--- src/hdl/rau_pkg.sv ---
package rau_pkg;

  localparam int unsigned WORD = 64;
  localparam int unsigned CNT_W = $clog2(WORD);

  typedef enum logic [2:0] {
    OP_NORM  = 3'd0,
    OP_ADD   = 3'd1,
    OP_SUB   = 3'd2,
    OP_MUL   = 3'd3,
    OP_DIV   = 3'd4,
    OP_EQ    = 3'd5,
    OP_LESS  = 3'd6,
    OP_NONE  = 3'd7
  } op_e;

  typedef enum logic [1:0] {
    ST_OK       = 2'd0,
    ST_ZERO_DEN = 2'd1,
    ST_DIV_ZERO = 2'd2,
    ST_OVERFLOW = 2'd3
  } status_e;

  typedef enum logic [1:0] {
    PH_X,
    PH_Y,
    PH_R
  } phase_e;

  typedef enum logic [4:0] {
    S_IDLE,
    S_CHECK,
    S_RED,
    S_GCD,
    S_DIVM,
    S_DIVD,
    S_FIT,
    S_MUL1,
    S_MUL2,
    S_AGCD,
    S_ADX,
    S_ADY,
    S_AM1,
    S_AM2,
    S_AM3,
    S_ASUM,
    S_DONE
  } state_e;

  typedef struct packed {
    logic [2:0]         operation;
    logic signed [31:0] first_num;
    logic signed [31:0] first_den;
    logic signed [31:0] second_num;
    logic signed [31:0] second_den;
  } in_word_t;

  typedef struct packed {
    logic signed [31:0] result_num;
    logic [30:0]        result_den;
    logic               compare_true;
    logic [1:0]         status;
  } out_word_t;

  typedef struct packed {
    logic            neg;
    logic [WORD-1:0] mag;
    logic [WORD-1:0] den;
  } frac_t;

endpackage

--- src/hdl/rau_gcd.sv ---
module rau_gcd
  import rau_pkg::*;
(
  input  logic            clk_i,
  input  logic            rst_ni,
  input  logic            start_i,
  input  logic [WORD-1:0] a_i,
  input  logic [WORD-1:0] b_i,
  output logic            done_o,
  output logic [WORD-1:0] gcd_o
);

  logic             busy_q, busy_d;
  logic [WORD-1:0]  a_q, a_d, b_q, b_d;
  logic [CNT_W-1:0] k_q, k_d;

  assign done_o = busy_q && a_q[0] && b_q[0] && (a_q == b_q);
  assign gcd_o  = a_q << k_q;

  always_comb begin
    busy_d = busy_q;
    a_d    = a_q;
    b_d    = b_q;
    k_d    = k_q;
    if (start_i) begin
      busy_d = 1'b1;
      a_d    = a_i;
      b_d    = b_i;
      k_d    = '0;
    end else if (busy_q) begin
      if (!a_q[0] && !b_q[0]) begin
        a_d = a_q >> 1;
        b_d = b_q >> 1;
        k_d = k_q + CNT_W'(1);
      end else if (!a_q[0]) begin
        a_d = a_q >> 1;
      end else if (!b_q[0]) begin
        b_d = b_q >> 1;
      end else if (a_q == b_q) begin
        busy_d = 1'b0;
      end else if (a_q > b_q) begin
        a_d = a_q - b_q;
      end else begin
        b_d = b_q - a_q;
      end
    end
  end

  always_ff @(posedge clk_i or negedge rst_ni) begin
    if (!rst_ni) begin
      busy_q <= 1'b0;
    end else begin
      busy_q <= busy_d;
    end
  end

  always_ff @(posedge clk_i) begin
    a_q <= a_d;
    b_q <= b_d;
    k_q <= k_d;
  end

endmodule

--- config.mk ---
export PLATFORM = sky130hd
export DESIGN_NAME = rau_gcd
export DESIGN_NICKNAME = d
export VERILOG_FILES = /design/src/hdl/rau_pkg.sv /design/src/hdl/rau_gcd.sv
export SDC_FILE = /design/constraint.sdc
export NUM_CORES = 1
export LEC_CHECK = 0
export ABC_AREA = 0
export BUFFER_PORTS_ARGS = -buffer_cell sky130_fd_sc_hd__buf_2
export CORE_MARGIN = 5
export CORE_UTILIZATION = 40
export DETAILED_ROUTE_END_ITERATION = 6
export PLACE_DENSITY = 0.67
export SETUP_SLACK_MARGIN = 0.05
export SYNTH_ARGS = -nofsm -noshare
export SYNTH_HDL_FRONTEND = slang
export SYNTH_SLANG_ARGS = --single-unit
--- constraint.sdc ---
create_clock -name clk_i -period 10.9 [get_ports clk_i]
set_clock_uncertainty 0.2 [all_clocks]
set_input_delay 2.18 -clock clk_i [delete_from_list [all_inputs] [get_ports clk_i]]
set_output_delay 2.18 -clock clk_i [all_outputs]
set_load 0.005 [all_outputs]
==> run summary <==
The flow ran to the end, and the final reports show no timing, DRC or antenna violations. The count of input and output buffers came out at 195. The detail-routed via count per cell is 6.14. TritonCTS built the clock tree. The routed wirelength normalized by instance count is 23.7 um.

196 I/O pins were placed. In the synthesized netlist the dominant register cell turns out to be sky130_fd_sc_hd__edfxtp_1. The die extent in x came out at 221 um. The maximum buffer depth of the clock tree is 2. STA classifies the critical path startpoint as a flop. The area growth from synthesis to layout is 9.89%. The die covers 0.0490 sq mm.

In the routed design, unresolved DRC markers number 0. The synthesized area per cell is 7.57 sq um. The number of iterations in the first detailed-routing pass is 6. Setup slack closes at 4.76 ns. The initialized floorplan defines 77 standard-cell rows. The library cells used most frequently in the layout, excluding fill and tap cells, are 328 x sky130_fd_sc_hd__nand2_1, 249 x sky130_fd_sc_hd__a21oi_1, 215 x sky130_fd_sc_hd__nor2_1, 194 x sky130_fd_sc_hd__buf_2, 192 x sky130_fd_sc_hd__inv_1. The number of endpoints failing setup at the final stage is 0. Counting every net in the synthesized netlist gives 2624. The worst path required time came out at 8.52 ns. The number of synthesized register bits came out at 135.

The sum of overflow across all layers after global routing is 0. The cell sitting at the root of the clock tree is a sky130_fd_sc_hd__clkbuf_16. The critical path in this run is classified as flop to primary output.

At the later pin of the worst-skew pair, clock insertion delay measures 0.50 ns. The fraction of final layout cells sized beyond drive strength 1 is 14.0%. The fraction of the yosys area taken by sequential cells is 22.3%. The mapped cell area came out at 0.0179 sq mm.

The global-route wire length before repair is 109 mm. The number of cells upsized or downsized after cts came out at 0. The post-placement setup slack came out at 5.26 ns. The arrival time of the worst setup path is 3.76 ns. The transition time at the pin with the least slew margin came out at 1.03 ns. The final-report max-slew violation count came out at 0. The largest net degree at the start of global routing came out at 91.

The final weighted congestion of routability-driven global placement came out at 1.04. The level count of the clock H-tree came out at 4. The area of all placed cells without fillers is 0.0196 sq mm. The number of antenna violations at the first check in global routing came out at 1.

The count of flip-flops with a built-in enable after synthesis came out at 128. The post-CTS setup-driven buffer insertion count came out at 0. The remaining antenna violation count came out at 0. The max-capacitance violation count came out at 0. The share of the clock period used by the worst path after layout is 56.3%. The total via count in the routed design is 18591. The final-layout setup total negative slack came out at 0 ns.

The overall fraction of global-route tracks in use came out at 28.2%. The path class of the lowest-slack min-delay path is flop to flop. After floorplanning, the core was sized to cover 0.0442 sq mm. The final HPWL from detailed placement came out at 56.0 mm.

The routed wire length is 71.7 mm. For this run, the top clock speed supported by timing is 0.163 GHz. The initial utilization of the core area, before any placement, comes to 40.4%. The initial DRC count came out at 2269. The gate count after technology mapping is 2361. The number of buffers inserted for hold repair after clock tree synthesis is 0.

The number of diodes is 0. The relative slew slack came out at 30.9%. The largest fanout on the critical path is 64. The library cell used most frequently in the layout, excluding fill and tap cells, is sky130_fd_sc_hd__nand2_1. The share of synthesized flip-flops with an asynchronous set or reset came out at 0.741%. Setup repair after global routing left no endpoint under its margin. The floorplan die height came out at 221 um. The number of distinct library cells after synthesis came out at 82. The number of clock sinks is 135. The final-stage net count is 2684. The final core utilization is 44.4%. The worst setup path is captured at a primary output. Yosys printed 0 warnings.

The final number of hold-violating endpoints is 0. Clock-pin slew was measured on the worst setup and hold paths at 0.07 ns. TritonCTS created 17 clock buffers. The post-detailed-placement cell area is 0.0190 sq mm. The number of global-route vias before repair is 18013. The post-route minimum period came out at 6.14 ns.
[worst paths after layout]
check / from / end / slack [ns] / depth (start not counted)
setup / recovery: k_q[0] / gcd_o[63] / 4.76 / 10
hold / removal: busy_q / busy_q / 0.42 / 2
setup reg to reg: a_q[0] / b_q[25] / 5.48 / 13
hold reg to reg: busy_q / busy_q / 0.42 / 2
max in group asynchronous: rst_ni / busy_q / 9.12 / 1
min in group asynchronous: rst_ni / busy_q / 1.26 / 1
[layer usage]
metal	share of wire, %	track usage, %	up-vias
met3	9.0	6.16	146
met1	44	39.8	8922
met2	43	42.7	946
met4	3.6	9.96	0
met5	0	0	-
li1	-	-	8577
[synthesized netlist by cell type (20+ instances only)]
library cell               instances  area, sq um
sky130_fd_sc_hd__nand3_1          30          150
sky130_fd_sc_hd__a22oi_1          28          210
sky130_fd_sc_hd__nor2_1          215          807
sky130_fd_sc_hd__nor3_1           32          160
sky130_fd_sc_hd__buf_2            36          180
sky130_fd_sc_hd__a21oi_1         249         1250
sky130_fd_sc_hd__xnor2_1          84          736
sky130_fd_sc_hd__o21ai_1          21          105
sky130_fd_sc_hd__xor2_1           45          394
sky130_fd_sc_hd__a21o_1           32          240
sky130_fd_sc_hd__nand4_1          33          206
sky130_fd_sc_hd__o21bai_1         30          225
sky130_fd_sc_hd__o221ai_1         21          184
sky130_fd_sc_hd__edfxtp_1        128         3840
sky130_fd_sc_hd__o21a_1           26          195
sky130_fd_sc_hd__o21ai_0         189          946
sky130_fd_sc_hd__o22ai_1          20          125
sky130_fd_sc_hd__ha_1            130         1630
sky130_fd_sc_hd__a221oi_1         43          377
sky130_fd_sc_hd__nand2_1         329         1230
sky130_fd_sc_hd__a31oi_1          22          138
sky130_fd_sc_hd__mux4_2           46         1040
sky130_fd_sc_hd__inv_1           193          724
sky130_fd_sc_hd__mux2i_1          56          561
sky130_fd_sc_hd__clkbuf_1        100          375
[critical path: stages (launching register included)]
cell and delay (ns):
sky130_fd_sc_hd__dfxtp_4 1.04, sky130_fd_sc_hd__inv_2 0.38, sky130_fd_sc_hd__o211a_1 0.23, sky130_fd_sc_hd__a21oi_1 0.37
sky130_fd_sc_hd__mux2i_1 0.32, sky130_fd_sc_hd__nand2_1 0.15, sky130_fd_sc_hd__o21ai_0 0.25, sky130_fd_sc_hd__nor2_1 0.17
sky130_fd_sc_hd__nor2_1 0.07, sky130_fd_sc_hd__o21ai_0 0.14, sky130_fd_sc_hd__buf_2 0.14
[area by class of cell]
| type | count | area [sq um] |
|---|---|---|
| repair buffers | 212 | 1110 |
| clock inverters | 14 | 199 |
| well taps | 592 | 741 |
| clock buffers | 18 | 439 |
| fillers | 4518 | 24600 |
| flip-flops and latches | 135 | 4000 |
| multi-input cells | 1860 | 12400 |
| inverters | 195 | 732 |
[cell families (layout without fill, tap and decap cells)]
kind of cell	Yosys count	count (layout)	synth area share, %
AO/OA/AOI/OAI	786	786	27.7
AND/OR/NAND/NOR	711	711	17.2
buffers and inverters	366	439	8.30
flip-flops	135	135	22.3
adder cells (fa/ha/maj)	132	132	9.32
XOR/XNOR	129	129	6.32
multiplexers	102	102	8.93
[per-stage QoR]
stage | cells | hold slack [ns]
6_report | 3026 | 0.416
5_1_grt | 3026 | 0.445
4_1_cts | 3026 | 0.404
3_5_place_dp | 2994 | 0.388
3_3_place_gp | 2994 | 0.390
2_1_floorplan | 2361 | 0.338
[sequential cells by signal, summed over array words and instances (netlist names)]
signal	cells
b_q	64
k_q	6
a_q	64
busy_q	1
Power is not shown: default switching activity piles up to over one toggle a cycle in this logic, so the estimate is an artifact.
