## src/hdl/rau_pkg.sv

```systemverilog
package rau_pkg;

  localparam int unsigned WORD = 64;
  localparam int unsigned CNT_W = $clog2(WORD);

  typedef enum logic [2:0] {
    OP_NORM  = 3'd0,
    OP_ADD   = 3'd1,
    OP_SUB   = 3'd2,
    OP_MUL   = 3'd3,
    OP_DIV   = 3'd4,
    OP_EQ    = 3'd5,
    OP_LESS  = 3'd6,
    OP_NONE  = 3'd7
  } op_e;

  typedef enum logic [1:0] {
    ST_OK       = 2'd0,
    ST_ZERO_DEN = 2'd1,
    ST_DIV_ZERO = 2'd2,
    ST_OVERFLOW = 2'd3
  } status_e;

  typedef enum logic [1:0] {
    PH_X,
    PH_Y,
    PH_R
  } phase_e;

  typedef enum logic [4:0] {
    S_IDLE,
    S_CHECK,
    S_RED,
    S_GCD,
    S_DIVM,
    S_DIVD,
    S_FIT,
    S_MUL1,
    S_MUL2,
    S_AGCD,
    S_ADX,
    S_ADY,
    S_AM1,
    S_AM2,
    S_AM3,
    S_ASUM,
    S_DONE
  } state_e;

  typedef struct packed {
    logic [2:0]         operation;
    logic signed [31:0] first_num;
    logic signed [31:0] first_den;
    logic signed [31:0] second_num;
    logic signed [31:0] second_den;
  } in_word_t;

  typedef struct packed {
    logic signed [31:0] result_num;
    logic [30:0]        result_den;
    logic               compare_true;
    logic [1:0]         status;
  } out_word_t;

  typedef struct packed {
    logic            neg;
    logic [WORD-1:0] mag;
    logic [WORD-1:0] den;
  } frac_t;

endpackage

```

## src/hdl/rau_div.sv

```systemverilog
module rau_div
  import rau_pkg::*;
(
  input  logic            clk_i,
  input  logic            rst_ni,
  input  logic            start_i,
  input  logic [WORD-1:0] num_i,
  input  logic [WORD-1:0] den_i,
  output logic            done_o,
  output logic [WORD-1:0] quo_o
);

  logic             busy_q, busy_d, done_q, done_d;
  logic [WORD-1:0]  rem_q, rem_d, quo_q, quo_d, den_q, den_d;
  logic [CNT_W-1:0] cnt_q, cnt_d;
  logic [WORD:0]    trial;
  logic             fits;

  assign done_o = done_q;
  assign quo_o  = quo_q;
  assign trial  = {rem_q, quo_q[WORD-1]};
  assign fits   = trial >= {1'b0, den_q};

  always_comb begin
    busy_d = busy_q;
    done_d = 1'b0;
    rem_d  = rem_q;
    quo_d  = quo_q;
    den_d  = den_q;
    cnt_d  = cnt_q;
    if (start_i) begin
      busy_d = 1'b1;
      rem_d  = '0;
      quo_d  = num_i;
      den_d  = den_i;
      cnt_d  = '0;
    end else if (busy_q) begin
      rem_d = fits ? WORD'(trial - {1'b0, den_q}) : trial[WORD-1:0];
      quo_d = {quo_q[WORD-2:0], fits};
      cnt_d = cnt_q + CNT_W'(1);
      if (cnt_q == CNT_W'(WORD - 1)) begin
        busy_d = 1'b0;
        done_d = 1'b1;
      end
    end
  end

  always_ff @(posedge clk_i or negedge rst_ni) begin
    if (!rst_ni) begin
      busy_q <= 1'b0;
      done_q <= 1'b0;
    end else begin
      busy_q <= busy_d;
      done_q <= done_d;
    end
  end

  always_ff @(posedge clk_i) begin
    rem_q <= rem_d;
    quo_q <= quo_d;
    den_q <= den_d;
    cnt_q <= cnt_d;
  end

endmodule

```

## config.mk

```make
export PLATFORM = sky130hd
export DESIGN_NAME = rau_div
export DESIGN_NICKNAME = d
export VERILOG_FILES = /design/src/hdl/rau_pkg.sv /design/src/hdl/rau_div.sv
export SDC_FILE = /design/constraint.sdc
export NUM_CORES = 1
export LEC_CHECK = 0
export ABC_AREA = 1
export BUFFER_PORTS_ARGS = -buffer_cell sky130_fd_sc_hd__buf_2
export CAP_MARGIN = 20
export CORE_UTILIZATION = 50
export CTS_BUF_LIST = sky130_fd_sc_hd__clkbuf_16
export CTS_CLUSTER_DIAMETER = 40
export DETAILED_ROUTE_END_ITERATION = 16
export PLACE_DENSITY = 0.71
export SETUP_SLACK_MARGIN = 0.2
export SLEW_MARGIN = 20
export SYNTH_ARGS = -nofsm -noshare
export SYNTH_HDL_FRONTEND = slang
export SYNTH_SLANG_ARGS = --single-unit
```

## constraint.sdc

```tcl
create_clock -name clk_i -period 6.5 [get_ports clk_i]
set_input_delay 0 -clock clk_i [delete_from_list [all_inputs] [get_ports clk_i]]
set_output_delay 0 -clock clk_i [all_outputs]
set_load 0.1 [all_outputs]
```

==> results.sh, run 1 <==
export IMPL_outcome="completed"
export IMPL_grt_pass1_wl_um=71700
export IMPL_final_setup_viol_count=0
export IMPL_coreArea_um2=27900
export IMPL_hold_ws_ps=96.6
export IMPL_synth_seq_cells=200
export IMPL_placed_area_um2=15400
export IMPL_fp_dieW_um=171
export IMPL_max_slew_margin_pct=35.2
export IMPL_avgSynthCellArea_um2=6.55
export IMPL_dpl_hpwl_um=33800
export IMPL_drc_errors=0
export IMPL_arrival_ps=3990
export IMPL_final_cell_mix="nand2_1 (915), inv_1 (437), buf_2 (194), nand3_1 (141), dlygate4sd3_1 (130)"
export IMPL_grt_max_degree=85
export IMPL_finalMaxSlewViolations=0
export IMPL_synthArstFlopShare_pct=1.00
export IMPL_core_rowCount=61
export IMPL_fin_nets=2673
export IMPL_timing_rr_end="rem_q[25]"
export IMPL_fmax_mhz=277
export IMPL_io_buffer_count=195
export IMPL_synth_area_leader_cell="edfxtp_1"
export IMPL_critical_path_slowest_cell="nand2_4"
export IMPL_skew_ps=17.6
export IMPL_dr_wl_met2_um=20600
export IMPL_wire_per_inst_um=16.0
export IMPL_hold_class="input pin to flip-flop"
export IMPL_diodes=0
export IMPL_setup_ws_ps=2880
export IMPL_syn_area_um2=14200
export IMPL_synth_area_leaders="edfxtp_1 (27%), nand2_1 (24%), inv_1 (12%)"
export IMPL_endpoint_kind="flip-flop"
export IMPL_antenna_found_initial=0
export IMPL_grt_usage_pct=32.4
export IMPL_ys_seq_area_share_pct=37.2
export IMPL_drive_above_1_share_pct=11.1
export IMPL_fp_dieH_um=171
export IMPL_ff_latch_area_um2=5300
export IMPL_synth_cell_type_count=38
export IMPL_min_from="start_i"
export IMPL_cts_root_buf="clkbuf_16"
export IMPL_final_util_pct=62.0
export IMPL_layout_commonest_cell="nand2_1"
export IMPL_hold_viol=0
export IMPL_drtAntennaViolNets=0
export IMPL_start_kind="flip-flop"
export IMPL_drt_first_iter_violations=1151
export IMPL_fin_area_um2=17300
export IMPL_place_ws_ps=2920
export IMPL_tightest_slew_ps=972
export IMPL_first_global_vias=13700
export IMPL_path_class="flip-flop to flip-flop"
export IMPL_start_util_pct=51.0
export IMPL_syn_inst=2173
export IMPL_drt_pass1_iter_count=6
export IMPL_required_ps=6880
export IMPL_cts_htree_levels=4
export IMPL_hold_path_depth=1
export IMPL_crit_top_cell="nand2_1"
export IMPL_power_density_nw_per_um2=189
export IMPL_num_fill_cells=2638
export IMPL_critPathMaxStageDelay_ps=640
export IMPL_num_vias=14200
export IMPL_wl_met3_um=3260
export IMPL_r2r_cells=18
export IMPL_rrSetupSlack_ps=2880
export IMPL_min_to="den_q[19]"
export IMPL_gr_total_overflow=0
export IMPL_fin_cells=2867
export IMPL_worstReg2RegStart="den_q[7]"
export IMPL_path_clk_slew_ps=80
export IMPL_gp_congestion=1.01
export IMPL_ios=196
export IMPL_die_area_um2=29200
export IMPL_synth_edf_count=128
export IMPL_path_delay_family="simple AND/OR/NAND/NOR gates"
export IMPL_finalWirelength_um=45900
export IMPL_fin_crit_sh_pct=55.6
export IMPL_via_per_inst=4.95
export IMPL_syn_nets=2370
export IMPL_cts_sinks=200
export IMPL_crit_chain="inv_1, ha_1, nand2_1, inv_1, nand2_1, nand2_1, inv_2, nand3_2, nand2_1, nand2_2, nand2_1, nand2_2, nand2_2, buf_4, nand2_4, nand2_1, nand3_1, o21ai_1"
export IMPL_ys_flop_type="edfxtp_1"
export IMPL_cts_buffer_depth=2
export IMPL_met1_length_um=20900
export IMPL_place_inst=2705
export IMPL_min_period_ps=3620
export IMPL_p_leak_nw=9.52
export IMPL_worstPathMaxFanout=66
export IMPL_p_total_mw=3.27
export IMPL_dr_max_layer_used="met4"
export IMPL_cts_tree="yes"
export IMPL_ys_warn_count=0
export IMPL_ir_drop_mv=0.203
export IMPL_tns_ps=0
export IMPL_areaGrowthSynthToFinish_pct=21.6
export IMPL_numCtsBuffers=17
export IMPL_drv_cap=0
export IMPL_multi_input_area_um2=6970
export IMPL_synth_top_area_share_pct=27.0
export IMPL_cp_num_buf_inv=4
export IMPL_insertion_delay_ps=460
export IMPL_rsz0062_at_grt="false"
kinds of logic after synthesis:
logic type	synth area share [%]
adders and majority gates	5.85
and+or+nand+nor	37.1
xor gates and xnor gates	1.91
AOI/OAI and AO/OA	4.07
buffers and inverters	13.9
DFF	37.2
cells in the mapped netlist (all sizes together), types with 16 or more instances:
cell type / number
a21oi: 47
edfxtp: 128
clkbuf: 18
nand4: 16
buf: 29
ha: 65
nor2: 129
nand2: 926
dfxtp: 70
nor3: 18
o21ai: 41
inv: 446
nand3b: 35
xnor2: 28
nand3: 147
what timing repair did:
item	4_1_cts	5_1_grt
hold buffers	130	0
resized for setup	0	0
endpoints found under the hold margin	130	0
setup buffers	0	0
area by class of cell:
type,count,share of cell area [%]
inverters,447,9.71
multi-input cells,1479,40.2
clock buffers,17,2.46
flip-flops and latches,200,30.6
clock inverters,15,0.881
repair buffers,331,13.4
well taps,378,2.73
state kept, by name, indices dropped and copies added (netlist names):
signal and count:
rem_q 64, quo_o 64, den_q 64, busy_q 1, cnt_q 6, done_o 1
power breakdown:
part | leakage [nW] | total (mW) | internal, mW | switching (mW)
clock | 0.283 | 1.07 | 0.513 | 0.553
combinational | 7.32 | 0.736 | 0.202 | 0.534
sequential | 1.92 | 1.47 | 1.43 | 0.0384
layer usage:
layer | track usage (%) | up-vias
li1 | - | 7221
met1 | 43.4 | 6385
met2 | 52.8 | 531
met3 | 6.06 | 53
met4 | 9.87 | 0
met5 | 0 | -
worst max-delay path by stage:
stage	start	to	slack, ps	cells after the start
floorplan	busy_q	quo_o[0]	3460	3
global placement	den_q[7]	rem_q[32]	3040	18
detailed placement	den_q[7]	rem_q[15]	2920	18
CTS	den_q[7]	rem_q[15]	2910	18
global route	den_q[7]	rem_q[39]	2590	18
finish	den_q[7]	rem_q[25]	2880	18
No activity file was read; power rests on OpenSTA's default activity.
==> run 2, diff against run 1 <==
- ABC_AREA: 1 -> 0
- PLACE_DENSITY: 0.71 -> 0.75
- clock period: 6.5 -> 3 ns (I/O delays scaled with it)
==> results.sh, run 2 <==
export IMPL_outcome="complete, but fails checks"
export IMPL_layout_commonest_cell="buf_2"
export IMPL_synthArstFlopShare_pct=1.00
export IMPL_skew_ps=20.2
export IMPL_endpoint_kind="flip-flop"
export IMPL_cts_tree="yes"
export IMPL_hold_class="input pin to flip-flop"
export IMPL_violations="setup timing"
export IMPL_path_class="flip-flop to flip-flop"
export IMPL_power_density_nw_per_um2=944
export IMPL_cts_htree_levels=4
export IMPL_max_slew_margin_pct=44.5
export IMPL_core_rowCount=56
export IMPL_path_clk_slew_ps=90
export IMPL_final_cell_mix="buf_2 (194), buf_4 (163), dlygate4sd3_1 (130), edfxtp_1 (128), nand2_1 (107)"
export IMPL_p_total_mw=17.0
export IMPL_start_util_pct=50.9
export IMPL_seq_power_share_pct=23.3
export IMPL_grt_usage_pct=31.7
export IMPL_worstReg2RegStart="den_q[36]"
export IMPL_ys_seq_area_share_pct=44.3
export IMPL_avgSynthCellArea_um2=9.59
export IMPL_cts_buffer_depth=2
export IMPL_grt_busiest_layer="met2"
export IMPL_synth_edf_count=128
export IMPL_fp_dieW_um=157
export IMPL_p_clk_share_pct=14.8
export IMPL_syn_area_um2=11900
export IMPL_fin_crit_sh_pct=109
export IMPL_synth_area_leaders="edfxtp_1 (32%), dfxtp_1 (12%), ha_1 (6.8%)"
export IMPL_min_from="start_i"
export IMPL_drt_pass1_iter_count=5
export IMPL_antenna_found_initial=0
export IMPL_ys_flop_type="edfxtp_1"
export IMPL_arrival_ps=3540
export IMPL_drive_above_1_share_pct=40.0
export IMPL_die_area_um2=24500
export IMPL_ys_warn_count=0
export IMPL_insertion_delay_ps=450
export IMPL_io_buffer_count=195
export IMPL_diodes=0
export IMPL_yosysMostFrequentCell="nand2_1"
export IMPL_ir_drop_mv=0.615
export IMPL_dpl_hpwl_um=23400
export IMPL_grt_pass1_wl_um=60400
export IMPL_p_comb_share_pct=61.9
export IMPL_coreArea_um2=23500
export IMPL_fin_nets=1918
export IMPL_final_util_pct=76.7
export IMPL_finalMaxSlewViolations=0
export IMPL_fmax_mhz=306
export IMPL_num_fill_cells=1449
export IMPL_power_internal_mw=9.54
export IMPL_use_met1_pct=37.2
export IMPL_required_ps=3270
export IMPL_min_period_ps=3260
export IMPL_synth_area_leader_cell="edfxtp_1"
export IMPL_first_global_vias=12000
export IMPL_num_vias=11900
export IMPL_wire_per_inst_um=19.2
export IMPL_hold_path_depth=2
export IMPL_hold_viol=0
export IMPL_switchingPower_mw=7.47
export IMPL_syn_inst=1246
export IMPL_setup_ws_ps=-264
export IMPL_finalWirelength_um=39500
export IMPL_final_setup_viol_count=65
export IMPL_synth_top_area_share_pct=32.2
export IMPL_synth_seq_cells=200
export IMPL_numCtsBuffers=17
export IMPL_gr_total_overflow=0
export IMPL_p_leak_nw=7.82
export IMPL_grt_util_met2_pct=54.7
export IMPL_via_per_inst=5.79
export IMPL_drv_cap=0
export IMPL_fin_cells=2053
export IMPL_switching_share_pct=43.9
export IMPL_ios=196
export IMPL_fp_dieH_um=157
export IMPL_gp_congestion=0.914
export IMPL_r2r_cells=15
export IMPL_worstPathMaxFanout=6
export IMPL_cts_sinks=200
export IMPL_areaGrowthSynthToFinish_pct=50.8
export IMPL_grt_max_degree=76
export IMPL_start_kind="flip-flop"
export IMPL_tightest_slew_ps=833
export IMPL_drtAntennaViolNets=0
export IMPL_rsz0062_at_grt="true"
export IMPL_cts_root_buf="clkbuf_16"
export IMPL_startpoint="den_q[36]"
export IMPL_syn_nets=1443
export IMPL_drc_errors=0
export IMPL_drt_first_iter_violations=992
export IMPL_place_inst=1845
export IMPL_synthTopCellsByCount="nand2_1 (159), edfxtp_1 (128), nor2_1 (107)"
export IMPL_met3_usage_pct=6.45
export IMPL_synth_cell_type_count=64
## run 2: cell count changes in the layout (fill, tap and decap cells not counted), moves of 21 or more
cell,delta
inv_1,-361
nand2_1,-808
nand3_1,-127
buf_4,+156
a311oi_1,+24
nand3b_1,-34
nand2_4,+27
a311oi_2,+30
a21o_1,+25
mux2_2,+63
a21oi_2,+21
## run 2: kinds of logic after synthesis
logic type,count (synthesis),share of synthesized area [%]
flops,200,44.3
buf+inv,154,5.32
fa+ha+maj,66,6.98
compound gates,308,17.5
simple gates,387,14.7
mux,79,7.33
xor+xnor,52,3.81
## run 2: worst paths after layout
kind                        endpoint  slack [ps]
max in group asynchronous     busy_q        2430
setup / recovery           rem_q[35]        -260
hold / removal              cnt_q[4]          40
hold reg to reg             cnt_q[5]         500
setup reg to reg           rem_q[35]        -260
min in group asynchronous     done_o         410
## run 2: power groups by stage
stage | combinational [mW] | sequential [mW] | clock [mW]
detailed placement | 7.11 | 3.92 | 0
floorplan | 4.20 | 4.59 | 0
finish | 10.5 | 3.96 | 2.52
CTS | 9.52 | 3.92 | 2.54
global route | 11.1 | 4.01 | 2.64
global placement | 7.02 | 3.90 | 0
## run 2: metrics by stage
step / hold slack, ps / setup TNS [ps] / instance area (µm²) / setup WS, ps
after global routing: 43.1 / -17580 / 18000 / -376
after detailed placement: -206 / -5320 / 14300 / -175
after global placement: -214 / -1140 / 14300 / -111
after CTS: 18.3 / -214 / 17500 / -68.6
after floorplan: -296 / -15400 / 12000 / -443
final: 38.9 / -12840 / 18000 / -264
## run 2: cell type report
type / count / area (µm²) / area share (%)
multi-input cells: 892 / 7150 / 39.7
flip-flops and latches: 200 / 5300 / 29.4
repair buffers: 527 / 4200 / 23.3
clock buffers: 17 / 425 / 2.36
well taps: 319 / 399 / 2.22
inverters: 83 / 315 / 1.75
clock inverters: 15 / 220 / 1.22
## run 2: repair_timing
action | in CTS | in global routing
endpoints found under the setup margin | 65 | 65
gates cloned | 10 | 0
endpoints found under the hold margin | 130 | 0
gates resized for setup | 191 | 85
pin swaps | 92 | 56
buffers inserted | 25 | 11
hold buffers | 130 | 0
## run 2: metal layers
layer | part of all wire, % | vias up
met2 | 49 | 580
li1 | - | 5493
met5 | 0 | -
met1 | 39 | 5690
met3 | 7.3 | 127
met4 | 4.6 | 0
## run 2: critical path, stage by stage (launching register included)
cell and delay [ps]:
edfxtp_1 370, inv_1 90, ha_1 280, a21oi_1 220
o21ai_2 110, nor2_1 200, nor3_1 100, nor2_1 240
a211oi_2 100, o2111a_2 310, or3_4 470, buf_8 170
buf_12 130, buf_16 140, nand2_4 60, a311oi_2 100
==> run 3, diff against run 2 <==
- CELL_PAD_IN_SITES_DETAIL_PLACEMENT: unset -> 1
- CELL_PAD_IN_SITES_GLOBAL_PLACEMENT: unset -> 2
- CORE_UTILIZATION: 50 -> 32
- PLACE_DENSITY: 0.75 -> unset
- PLACE_DENSITY_LB_ADDON: unset -> 0.1
==> results.sh, run 3 (same netlist as run 2, synthesis figures left out) <==
export IMPL_fp_dieW_um=195
export IMPL_fmax_mhz=313
export IMPL_ios=196
export IMPL_grt_pass1_wl_um=67100
export IMPL_path_class="flip-flop to flip-flop"
export IMPL_cts_root_buf="clkbuf_16"
export IMPL_fin_crit_sh_pct=107
export IMPL_max_slew_margin_pct=37.7
export IMPL_cp_num_buf_inv=4
export IMPL_fp_dieH_um=195
export IMPL_ir_drop_mv=0.367
export IMPL_first_global_vias=12300
export IMPL_fin_nets=1999
export IMPL_final_setup_viol_count=61
export IMPL_wire_per_inst_um=18.6
export IMPL_tightest_slew_ps=935
export IMPL_finalWirelength_um=42400
export IMPL_path_delay_family="compound AO/OA/AOI/OAI gates"
export IMPL_drc_errors=0
export IMPL_hold_ws_ps=234
export IMPL_grt_max_degree=154
export IMPL_via_per_inst=5.02
export IMPL_min_period_ps=3200
export IMPL_start_util_pct=32.5
export IMPL_critPathMaxStageDelay_ps=410
export IMPL_dpl_hpwl_um=29400
export IMPL_arrival_ps=3490
export IMPL_crit_cells=15
export IMPL_grt_usage_pct=22.4
export IMPL_core_rowCount=70
export IMPL_antenna_found_initial=2
export IMPL_layout_commonest_cell="buf_4"
export IMPL_setup_ws_ps=-196
export IMPL_power_density_nw_per_um2=898
export IMPL_insertion_delay_ps=470
export IMPL_finalMaxSlewViolations=0
export IMPL_final_cell_mix="buf_4 (236), buf_2 (194), dlygate4sd3_1 (131), nand2_1 (128), edfxtp_1 (128)"
export IMPL_start_kind="flip-flop"
export IMPL_startpoint="den_q[6]"
export IMPL_io_buffer_count=195
export IMPL_cts_buffer_depth=2
export IMPL_crit_top_cell="buf_12"
export IMPL_num_vias=11500
export IMPL_p_leak_nw=8.00
export IMPL_place_ws_ps=-433
export IMPL_skew_ps=14.1
export IMPL_outcome="complete, but fails checks"
export IMPL_endpoint_kind="flip-flop"
export IMPL_r2r_cells=15
export IMPL_critical_path_slowest_cell="or3_4"
export IMPL_die_area_um2=38100
export IMPL_path_clk_slew_ps=80
export IMPL_drive_above_1_share_pct=40.8
export IMPL_violations="setup timing"
export IMPL_gr_total_overflow=0
export IMPL_cts_tree="yes"
export IMPL_hold_path_depth=2
export IMPL_numCtsBuffers=17
export IMPL_hold_class="input pin to flip-flop"
export IMPL_cts_htree_levels=4
export IMPL_coreArea_um2=36700
export IMPL_drt_first_iter_violations=454
export IMPL_cts_sinks=200
export IMPL_worstPathMaxFanout=8
export IMPL_min_from="den_i[58]"
export IMPL_required_ps=3300
export IMPL_worstReg2RegStart="den_q[6]"
export IMPL_drtAntennaViolNets=0
export IMPL_drv_cap=0
export IMPL_drt_pass1_iter_count=4
export IMPL_gp_congestion=0.847
export IMPL_crit_chain="inv_2, ha_4, a21oi_4, o21ai_1, a22o_1, a31o_4, nand4_4, a211oi_4, o2111a_2, or3_4, buf_12, buf_12, buf_16, nand2_4, a311oi_2"
export IMPL_hold_viol=0
export IMPL_areaGrowthSynthToFinish_pct=54.8
export IMPL_rsz0062_at_grt="true"
run 3: path summary, 6_finish.rpt:
path                              to  slack (ps)
max reg2reg                rem_q[14]        -200
max in group asynchronous     busy_q        2450
min                        den_q[58]         230
max                        rem_q[14]        -200
min reg2reg                rem_q[52]         500
min in group asynchronous     busy_q         410
run 3: area by class of cell:
| cell class | instances | area (µm²) |
|---|---|---|
| Antenna cell | 2 | 5.00 |
| Clock buffer | 17 | 425 |
| Clock inverter | 15 | 140 |
| Fill cell | 4087 | 18200 |
| Inverter | 83 | 315 |
| Multi-Input combinational cell | 892 | 6970 |
| Sequential cell | 200 | 5300 |
| Tap cell | 468 | 586 |
| Timing Repair Buffer | 608 | 4750 |
run 3: repair_timing:
action	in CTS	in global routing
gates cloned	6	1
hold buffers	131	0
resized for setup	143	86
setup buffers	27	12
pin swaps	55	54
hold endpoints to repair	141	0
setup endpoints to repair	65	65
run 3: report_power, final:
| part | switching, mW | leakage [nW] | internal, mW |
|---|---|---|---|
| clock | 1.23 | 0.284 | 1.10 |
| sequential | 0.413 | 1.90 | 3.50 |
| combinational | 5.48 | 5.82 | 4.88 |
| total | 7.12 | 8.00 | 9.48 |
run 3: metal layers:
metal	track usage [%]	part of all wire, %	vias to the layer above
li1	-	-	5657
met1	28.1	45	5627
met2	40.1	51	148
met3	3.51	2.3	42
met4	5.45	1.6	0
met5	0	0	-
run 3: stage by stage:
step / std cells / utilization (%) / TNS, ps / area (µm²) / power (mW)
floorplan: 1246 / - / -15400 / 12000 / 8.79
global placement: 2074 / 41.1 / -15510 / 15100 / 11.9
detailed placement: 2074 / 41.1 / -21160 / 15100 / 12.0
CTS: 2270 / 48.9 / -3040 / 18000 / 16.0
global route: 2285 / 50.4 / -12680 / 18500 / 17.6
finish: 2285 / 50.4 / -5930 / 18500 / 16.6
